## src/hw/rtl/pss_pkg.sv

```systemverilog
`default_nettype none
package pss_pkg;
    localparam int MAX_PROCS_DEF = 16;
    localparam int TIME_W = 16;
    localparam int PRIO_W = 8;
    localparam int ID_W = 4;
    localparam int RESULT_LIMIT = 16;

    localparam logic [1:0] MODE_FCFS = 2'd0;
    localparam logic [1:0] MODE_RR   = 2'd1;
    localparam logic [1:0] MODE_PRIO = 2'd2;

    localparam logic [1:0] ST_OK    = 2'd0;
    localparam logic [1:0] ST_FULL  = 2'd1;
    localparam logic [1:0] ST_EMPTY = 2'd2;

    localparam logic CFG_MODE  = 1'b0;
    localparam logic CFG_SLICE = 1'b1;

    localparam logic FUNC_LOAD = 1'b0;

    // command broadcast into the cell row
    typedef struct packed {
        logic                load;    // write entry at load_sel
        logic                charge;  // charge entry at sel
        logic [TIME_W-1:0]   sub;     // ticks taken off remaining
        logic [TIME_W-1:0]   add;     // ticks added to used
        logic [PRIO_W-1:0]   prio;
        logic [TIME_W-1:0]   need;
    } pss_cmd_t;

    // per-cell view handed to the controller
    typedef struct packed {
        logic                live;    // loaded and unfinished
        logic [PRIO_W-1:0]   prio;
        logic [TIME_W-1:0]   remain;
        logic [TIME_W-1:0]   used;
    } pss_view_t;
endpackage
`default_nettype wire

```

## src/hw/rtl/pss_cell.sv

```systemverilog
`default_nettype none
module pss_cell
    import pss_pkg::*;
(
    input  wire logic      clk,
    input  wire logic      rst_n,
    input  wire logic      sel,
    input  wire logic      load_sel,
    input  pss_cmd_t       cmd,
    output pss_view_t      view
);
    logic              loaded_reg;
    logic [PRIO_W-1:0] prio_reg;
    logic [TIME_W-1:0] remain_reg;
    logic [TIME_W-1:0] used_reg;
    logic [TIME_W:0]   sum;

    assign sum = {1'b0, used_reg} + {1'b0, cmd.add};

    always_ff @(posedge clk or negedge rst_n)
    begin
        if (!rst_n)
            loaded_reg <= 1'b0;
        else if (cmd.load && load_sel)
            loaded_reg <= 1'b1;
    end

    always_ff @(posedge clk)
    begin
        if (cmd.load && load_sel)
        begin
            prio_reg   <= cmd.prio;
            remain_reg <= cmd.need;
            used_reg   <= '0;
        end
        else if (cmd.charge && sel)
        begin
            remain_reg <= (remain_reg > cmd.sub) ? remain_reg - cmd.sub : '0;
            used_reg   <= sum[TIME_W] ? '1 : sum[TIME_W-1:0];
        end
    end

    assign view.live   = loaded_reg && (remain_reg != '0);
    assign view.prio   = prio_reg;
    assign view.remain = remain_reg;
    assign view.used   = used_reg;
endmodule
`default_nettype wire

```

## src/hw/rtl/pss_scan.sv

```systemverilog
`default_nettype none
// One scan stage: compares the running best against one cell each cycle.
module pss_scan
    import pss_pkg::*;
#(
    parameter int N = MAX_PROCS_DEF
)(
    input  wire logic                  clk,
    input  wire logic                  rst_n,
    input  wire logic                  start,
    input  wire logic [1:0]            mode,
    input  wire logic [$clog2(N)-1:0]  first,
    input  wire pss_view_t             views [N],
    output logic                       busy,
    output logic                       found,
    output logic [$clog2(N)-1:0]       best
);
    localparam int IW = $clog2(N);
    localparam int CW = $clog2(N + 1);
    logic [CW-1:0]     cnt_reg, cnt_next;
    logic [IW-1:0]     idx_reg, idx_next;
    logic              found_reg, found_next;
    logic [IW-1:0]     best_reg, best_next;
    logic              take;

    assign busy  = (cnt_reg != '0);
    assign found = found_reg;
    assign best  = best_reg;

    always_comb
    begin
        take = views[idx_reg].live &&
               (!found_reg || (mode == MODE_PRIO &&
                               views[idx_reg].prio > views[best_reg].prio));
        cnt_next   = cnt_reg;
        idx_next   = idx_reg;
        found_next = found_reg;
        best_next  = best_reg;
        if (start)
        begin
            cnt_next   = CW'(N);
            idx_next   = first;
            found_next = 1'b0;
            best_next  = first;
        end
        else if (busy)
        begin
            cnt_next = cnt_reg - 1'b1;
            idx_next = (idx_reg == IW'(N - 1)) ? '0 : idx_reg + 1'b1;
            if (take)
            begin
                found_next = 1'b1;
                best_next  = idx_reg;
            end
        end
    end

    always_ff @(posedge clk or negedge rst_n)
    begin
        if (!rst_n)
        begin
            cnt_reg   <= '0;
            idx_reg   <= '0;
            found_reg <= 1'b0;
            best_reg  <= '0;
        end
        else
        begin
            cnt_reg   <= cnt_next;
            idx_reg   <= idx_next;
            found_reg <= found_next;
            best_reg  <= best_next;
        end
    end
endmodule
`default_nettype wire

```

## src/hw/rtl/process_slice_scheduler.sv

```systemverilog
`default_nettype none
// Process slice scheduler.
// s_axis beat: tdata = {need_time, prio_value}, tuser = func (1 runs a round,
// 0 loads a process). m_axis beat: tdata = {status, all_done, proc_done,
// left_time, used_time, proc_id}, tlast marks the final result of an input.
// cfg_we/cfg_addr/cfg_wdata write sched_mode (0) and slice_length (1); the user
// must write them only while idle, as the block does not enforce it. Processes
// live in a row of cells, one per table entry. A load result passes through
// load_reg into the output register. A round scans the row one cell per cycle
// and then charges the chosen cell; a priority round gives up to 16 results,
// each needing its own scan, run while the previous result waits in the
// output register. One input is processed at a time; s_tready is low while a
// result waits, so a stalled receiver holds the block.
// Reset empties the table, clears pointers, sets mode 0 and slice 1.
module process_slice_scheduler
    import pss_pkg::*;
#(
    parameter int MAX_PROCS = MAX_PROCS_DEF
)(
    input  wire logic        clk,
    input  wire logic        rst_n,
    input  wire logic        s_tvalid,
    output logic             s_tready,
    input  wire logic [23:0] s_tdata,   // prio_value[7:0], need_time[23:8]
    input  wire logic        s_tuser,   // func
    output logic             m_tvalid,
    input  wire logic        m_tready,
    output logic [39:0]      m_tdata,   // proc_id, used_time, left_time,
                                        // proc_done, all_done, status
    output logic             m_tlast,
    input  wire logic        cfg_we,
    input  wire logic        cfg_addr,
    input  wire logic [7:0]  cfg_wdata
);
    localparam int IW = $clog2(MAX_PROCS);
    localparam int CW = $clog2(MAX_PROCS + 1);

    typedef enum logic [4:0] {
        S_IDLE  = 5'b00001,
        S_SCAN  = 5'b00010,
        S_WAIT  = 5'b00100,
        S_CHG   = 5'b01000,
        S_OUT   = 5'b10000
    } state_t;

    state_t            state_reg, state_next;
    logic [1:0]        mode_reg;
    logic [7:0]        slice_reg;
    logic [CW-1:0]     count_reg;
    logic [IW-1:0]     rr_reg;
    logic [CW-1:0]     fcfs_reg;
    logic [TIME_W-1:0] ticks_reg;
    logic [4:0]        nres_reg;
    logic [IW-1:0]     cur_reg;
    logic              load_reg;
    logic              full_reg;
    logic              out_v_reg;
    logic              out_last_reg;
    logic [39:0]       out_data_reg;
    logic              pend_empty_reg;

    pss_cmd_t          cmd;
    pss_view_t         views [MAX_PROCS];
    logic [MAX_PROCS-1:0] live_vec;
    logic              any_live;
    logic              scan_start, scan_busy, scan_found;
    logic [IW-1:0]     scan_best, scan_first;
    logic [TIME_W-1:0] run_amt;
    logic              accept;
    logic              out_set;
    logic [1:0]        res_st;
    logic              res_ok;
    logic [39:0]       res_data;

    assign accept   = s_tvalid && s_tready;
    assign s_tready = (state_reg == S_IDLE) && !out_v_reg && !load_reg && !pend_empty_reg;

    genvar g;
    generate
        for (g = 0; g < MAX_PROCS; g++)
        begin : g_cell
            pss_cell u_cell (
                .clk      (clk),
                .rst_n    (rst_n),
                .sel      (cur_reg == IW'(g)),
                .load_sel (count_reg == CW'(g)),
                .cmd      (cmd),
                .view     (views[g])
            );
            assign live_vec[g] = views[g].live;
        end
    endgenerate
    assign any_live = |live_vec;

    assign scan_first = (mode_reg == MODE_RR) ? rr_reg :
                        (mode_reg == MODE_PRIO) ? '0 :
                        (fcfs_reg < CW'(MAX_PROCS)) ? fcfs_reg[IW-1:0] : '0;

    pss_scan #(.N(MAX_PROCS)) u_scan (
        .clk   (clk),
        .rst_n (rst_n),
        .start (scan_start),
        .mode  (mode_reg),
        .first (scan_first),
        .views (views),
        .busy  (scan_busy),
        .found (scan_found),
        .best  (scan_best)
    );

    always_comb
    begin
        if (mode_reg == MODE_RR)
            run_amt = ticks_reg;
        else if (mode_reg == MODE_PRIO)
            run_amt = (views[cur_reg].remain < ticks_reg) ?
                      views[cur_reg].remain : ticks_reg;
        else
            run_amt = views[cur_reg].remain;
    end

    always_comb
    begin
        cmd.load   = accept && (s_tuser == FUNC_LOAD) &&
                     (count_reg < CW'(MAX_PROCS));
        cmd.charge = (state_reg == S_CHG);
        cmd.sub    = run_amt;
        cmd.add    = run_amt;
        cmd.prio   = s_tdata[7:0];
        cmd.need   = s_tdata[23:8];
    end

    assign scan_start = (state_reg == S_SCAN);

    // another priority result follows once this one is delivered
    function automatic logic out_last_reg_n();
        return (mode_reg == MODE_PRIO) && (ticks_reg != '0) &&
               any_live && (nres_reg < 5'(RESULT_LIMIT));
    endfunction

    always_comb
    begin
        state_next = state_reg;
        case (state_reg)
            S_IDLE:  if (accept && s_tuser != FUNC_LOAD && any_live)
                         state_next = S_SCAN;
            S_SCAN:  state_next = S_WAIT;
            S_WAIT:  if (!scan_busy) state_next = S_CHG;
            S_CHG:   state_next = S_OUT;
            S_OUT:
            begin
                if (!out_v_reg || m_tready)
                begin
                    if (!out_last_reg_n()) state_next = S_IDLE;
                    else state_next = S_SCAN;
                end
            end
            default: state_next = S_IDLE;
        endcase
    end

    // capture the result beat so it holds while the next scan runs
    assign out_set  = load_reg || pend_empty_reg ||
                      (state_reg == S_OUT && (!out_v_reg || m_tready));
    assign res_st   = load_reg ? (full_reg ? ST_FULL : ST_OK) :
                      pend_empty_reg ? ST_EMPTY : ST_OK;
    assign res_ok   = (res_st == ST_OK);
    assign res_data = {res_st, ~any_live,
                       res_ok & ~views[cur_reg].live,
                       res_ok ? views[cur_reg].remain : 16'd0,
                       res_ok ? views[cur_reg].used : 16'd0,
                       res_ok ? 4'(cur_reg) : 4'd0};

    always_ff @(posedge clk or negedge rst_n)
    begin
        if (!rst_n)
        begin
            state_reg      <= S_IDLE;
            mode_reg       <= MODE_FCFS;
            slice_reg      <= 8'd1;
            count_reg      <= '0;
            rr_reg         <= '0;
            fcfs_reg       <= '0;
            ticks_reg      <= '0;
            nres_reg       <= '0;
            cur_reg        <= '0;
            load_reg       <= 1'b0;
            full_reg       <= 1'b0;
            out_v_reg      <= 1'b0;
            out_last_reg   <= 1'b0;
            out_data_reg   <= '0;
            pend_empty_reg <= 1'b0;
        end
        else
        begin
            state_reg <= state_next;
            if (cfg_we && cfg_addr == CFG_MODE)  mode_reg  <= cfg_wdata[1:0];
            if (cfg_we && cfg_addr == CFG_SLICE) slice_reg <= cfg_wdata;
            // load and empty-round results are staged in load_reg/pend_empty_reg
            load_reg       <= accept && (s_tuser == FUNC_LOAD);
            pend_empty_reg <= accept && (s_tuser != FUNC_LOAD) && !any_live;
            if (accept)
            begin
                ticks_reg <= {8'd0, (slice_reg == 8'd0) ? 8'd1 : slice_reg};
                nres_reg  <= '0;
                if (s_tuser == FUNC_LOAD)
                begin
                    full_reg <= !(count_reg < CW'(MAX_PROCS));
                    cur_reg  <= count_reg[IW-1:0];
                    if (count_reg < CW'(MAX_PROCS)) count_reg <= count_reg + 1'b1;
                end
            end
            if (out_set)
            begin
                out_v_reg    <= 1'b1;
                out_last_reg <= (load_reg || pend_empty_reg) ? 1'b1 : !out_last_reg_n();
                out_data_reg <= res_data;
            end
            else if (m_tvalid && m_tready)
                out_v_reg <= 1'b0;
            if (state_reg == S_WAIT && !scan_busy && scan_found)
                cur_reg <= scan_best;
            if (state_reg == S_CHG)
            begin
                ticks_reg <= (mode_reg == MODE_PRIO) ? ticks_reg - run_amt : ticks_reg;
                nres_reg  <= nres_reg + 1'b1;
                if (mode_reg == MODE_RR)
                    rr_reg <= (cur_reg == IW'(MAX_PROCS - 1)) ? '0 : cur_reg + 1'b1;
                if (mode_reg != MODE_RR && mode_reg != MODE_PRIO)
                    fcfs_reg <= CW'(cur_reg) + 1'b1;
            end
        end
    end

    assign m_tvalid = out_v_reg;
    assign m_tlast  = out_last_reg;
    assign m_tdata  = out_data_reg;
endmodule
`default_nettype wire

```

## config.mk

```make
export PLATFORM = sky130hd
export DESIGN_NAME = process_slice_scheduler
export DESIGN_NICKNAME = d
export VERILOG_FILES = /design/src/hw/rtl/pss_pkg.sv /design/src/hw/rtl/pss_cell.sv /design/src/hw/rtl/pss_scan.sv /design/src/hw/rtl/process_slice_scheduler.sv
export SDC_FILE = /design/constraint.sdc
export NUM_CORES = 2
export LEC_CHECK = 0
export BUFFER_PORTS_ARGS = -buffer_cell sky130_fd_sc_hd__buf_2
export CAP_MARGIN = 5
export CELL_PAD_IN_SITES_DETAIL_PLACEMENT = 1
export CELL_PAD_IN_SITES_GLOBAL_PLACEMENT = 1
export CORE_ASPECT_RATIO = 1.5
export CORE_MARGIN = 5
export CORE_UTILIZATION = 45
export CTS_BUF_LIST = sky130_fd_sc_hd__clkbuf_8
export DETAILED_ROUTE_END_ITERATION = 6
export PLACE_DENSITY = 0.83
export SLEW_MARGIN = 10
export SYNTH_ARGS = -nofsm -noshare
export SYNTH_HDL_FRONTEND = slang
export SYNTH_SLANG_ARGS = --single-unit
```

## constraint.sdc

```tcl
create_clock -name clk -period 14.3 [get_ports clk]
set_input_delay 0.715 -clock clk [delete_from_list [all_inputs] [get_ports clk]]
set_output_delay 0.715 -clock clk [all_outputs]
set_load 0.1 [all_outputs]
```

==> summary by stage <==
Global routing
Global routing finished with a remaining overflow of 0. The via count of the first global-routing pass is 57,400. The number of antenna violations at the first check in global routing was 11. The first global-routing pass estimated 362,000 um of wire. Entering global routing, the biggest net connects 73 pins. The global-route usage over all layers is 0.348.

Synth
After synthesis the netlist holds a flip-flop and latch count of about 770. The distinct cell type count of the synthesized netlist is 101. Of all flip-flops after synthesis, the portion carrying an async set or reset was 0.168.

The post-synth net total is 6,700. Synthesis handed over a netlist of 6,080 instances. The per-instance average area after synthesis is a little under 10 um2.

The part of the Yosys area used for sequential elements is 0.339. Yosys printed 0 warnings. Among all flip-flop cells after synthesis, the most frequent one is edfxtp_1. In this run, synthesis inferred 384 flip-flops with an integrated enable.

After synthesis the cells add up to between 50,000 and 60,000 um2.

CTS
The clock latency of the later-clocked register in the worst-skew pair is between 0.9 and 1 ns. The master cell of the clock root buffer is clkbuf_8. The TritonCTS clock tree is yes.

The tree built by TritonCTS fans out to 769 sinks. The buffer depth of the longest clock path is 3. The clock-pin slew reported for the worst setup and hold paths after clock tree synthesis is 0.07 ns.

TritonCTS created 136 clock buffers. The H-tree depth is 4.

Setup path
The critical path data required time is roughly 15 ns. STA classifies the critical path startpoint as a register. Of all nets on the critical path, the largest fanout is 39. At the worst endpoint, the arrival time is between 9 and 10 ns.

The critical path class is reg -> reg. The worst setup path is captured at a register. Traced cell by cell, the critical path runs through buf_4 > mux4_2 > mux4_2 > ha_1 > and4_1 > a21boi_0 > a2111oi_0 > nand4_1 > o211ai_4 > buf_4 > xnor2_1 > ha_1 > a21o_1 > a211o_1 > o211a_1 > o31ai_1 > nor2b_1 > o21a_1 > nor3_4 > a21oi_1. The slowest stage of the critical path is the a2111oi_0 cell.

The delay of the slowest cell on the worst path is 0.79 ns.

Timing
The worst setup slack after layout is 5.12 ns. The worst pin sits at a relative slew slack of 0.101. The clock skew is just over 0.06 ns. For this run, the top clock speed supported by timing is around 110 MHz. The final number of hold-violating endpoints is 0. The number of setup violations in the final report is 0. The max-slew violation total from the final report is 0. For the pin with the worst max-slew slack, the measured transition is around 1.3 ns. The post-route clock period utilization is 0.642. Setup repair after global routing left no endpoint under its margin. The setup total negative slack is 0 ns. The shortest period the worst path allows is a little over 9 ns.

Placement
The placer congestion estimate is 1.04. The number of placed instances, taps included is around 7,700. Port buffering added 81 buffers. Detailed placement finished with a half-perimeter wire length of 179,000 um. Before CTS, the worst setup slack after placement is 5.21 ns.

Hold path
The path class of the tightest hold or removal check is in -> reg.

Detailed routing
Detailed routing inserted a total of 54,100 vias. After detailed routing, the number of remaining DRC violations is 0. In this run, the number of DRC markers left after iteration 0 of detailed routing was 4,807. The residual antenna-violating net count after detailed routing is 0.

Before antenna repair, the detailed router went through 6 iterations. For this block, the routed nets add up to 248,000 um of wire. The wire length per cell is 31.0 um. After detailed routing, the number of vias per cell comes to 6.77.

Floorplan
The area of the die is ~140,000 um2. In this run the count of I/O pins placed on the die edge is 82. The die is 305 um wide.

The starting density of the core is 0.452. The floorplan step set the die height to 452 um. The floorplan step defined a core boundary enclosing 130,000 um2. The row count is between 150 and 200.

Final layout
The share of layout cells above drive strength 1 is 0.119. The layout-stage area growth over the synthesis result is 9.02%. The number of nets in the layout is 6,768.

For this run, the number of standard cells in the final layout without fillers is 7,987.

Outcome
The flow ran to the end, and the final reports show no timing, DRC or antenna violations.

Job
Across the run, the number of max-cap violations was 0.
[cell families (layout without fill, tap and decap cells)]
kind of cell / count (synthesis) / in the layout / share of synthesized area
compound gates: 1974 / 1974 / 0.217
xor+xnor: 444 / 444 / 0.0662
fa+ha+maj: 601 / 601 / 0.127
buf+inv: 510 / 687 / 0.0339
flops: 769 / 769 / 0.339
mux: 283 / 283 / 0.0958
other cells: 0 / 8 / 0
simple gates: 1499 / 1499 / 0.121
[cells in the final DEF (no fill, tap or decap), drive strengths merged, types with 28 or more instances in the layout]
cell type  count
dfxtp        256
and3          65
a22o         103
o21a          52
mux4         221
xor2         197
or3           33
nor4          90
nand3        103
a211oi        43
nor2         326
clkinv        34
o21ai        600
a21oi        559
nand4         42
a21o         166
dfrtp        127
buf          171
o21bai        56
and2          36
inv          319
nand2        522
clkbuf       149
edfxtp       384
ha           581
nand2b        59
nor3         118
xnor2        247
a31oi         32
nor2b         47
o221a         48
a221oi        28
mux2i         39
[routing by layer]
metal / vias to the layer above / wire (um) / global-route usage
met2: 2804 / 113000 / 0.568
li1: 23300 / - / -
met4: 2 / 31500 / 0.350
met5: - / 11 / 0
met3: 1218 / 20800 / 0.0762
met1: 26800 / 81900 / 0.362
[repair_timing]
item,CTS,global route
gates resized for setup,0,0
buffers inserted,0,0
hold buffers,4,0
endpoints found under the hold margin,73,0
[worst paths after layout]
kind                                                         start  cells after the start                                         end  slack (ns)
hold reg to reg            g_cell[2].u_cell.loaded_reg$_DFFE_PN0P_                      2     g_cell[2].u_cell.loaded_reg$_DFFE_PN0P_        0.45
max in group asynchronous                                    rst_n                      3    g_cell[12].u_cell.loaded_reg$_DFFE_PN0P_       12.34
hold / removal                                        cfg_wdata[6]                      2                    slice_reg[6]$_DFFE_PN0P_        0.06
min in group asynchronous                                    rst_n                      2                    slice_reg[2]$_DFFE_PN0P_        0.38
setup / recovery                            cur_reg[0]$_DFFE_PN0P_                     20  g_cell[10].u_cell.used_reg[1]$_SDFFE_PP0P_        5.12
setup reg to reg                            cur_reg[0]$_DFFE_PN0P_                     20  g_cell[10].u_cell.used_reg[1]$_SDFFE_PP0P_        5.12
[cells in the mapped netlist (39+ instances only)]
cell type / count / share of area
xnor2_1: 247 / 0.037
ha_1: 581 / 0.12
mux4_2: 221 / 0.085
o21ai_0: 583 / 0.050
dfrtp_1: 127 / 0.054
a22o_1: 103 / 0.015
nand2b_1: 59 / 0.0063
inv_1: 254 / 0.016
nand4_1: 42 / 0.0045
nor2b_1: 47 / 0.0050
and3_1: 65 / 0.0069
a21o_1: 166 / 0.021
a21oi_1: 559 / 0.048
edfxtp_1: 384 / 0.20
o21bai_1: 56 / 0.0072
nor2_1: 326 / 0.021
xor2_1: 197 / 0.029
nor3_1: 116 / 0.0099
nand3_1: 103 / 0.0088
o21a_1: 50 / 0.0064
nand2_1: 522 / 0.033
nor4_1: 88 / 0.0094
buf_1: 47 / 0.0030
o221a_2: 48 / 0.0092
mux2i_1: 39 / 0.0066
dfxtp_1: 256 / 0.087
clkbuf_1: 172 / 0.011
[worst max-delay path: cells and delay by family, from the launching register on]
kind / cells / cell delay, ns
fa+ha+maj: 2 / 0.56
mux: 2 / 1.20
compound gates: 9 / 3.29
buf+inv: 2 / 1.27
xor+xnor: 1 / 0.18
flops: 1 / 0.75
simple gates: 4 / 1.64
[metrics by stage]
stage,instance area (um2),utilization,hold WS [ns]
6_report,64000,0.493,0.0609
5_1_grt,64000,0.493,0.0318
4_1_cts,64000,0.492,0.0148
3_5_place_dp,61200,0.471,0.434
3_3_place_gp,61200,0.471,0.426
2_1_floorplan,58700,-,0.414
[final cells by class]
cell class,instances,area (um2)
Inverter,265,995
Multi-Input combinational cell,4801,37100
Clock inverter,98,699
Clock buffer,149,2050
Tap cell,1722,2150
Fill cell,14700,65900
Sequential cell,769,19900
Antenna cell,8,20.0
Timing Repair Buffer,175,1130
Power is not shown: default switching activity piles up to over one toggle a cycle in this logic, so the estimate is an artifact.
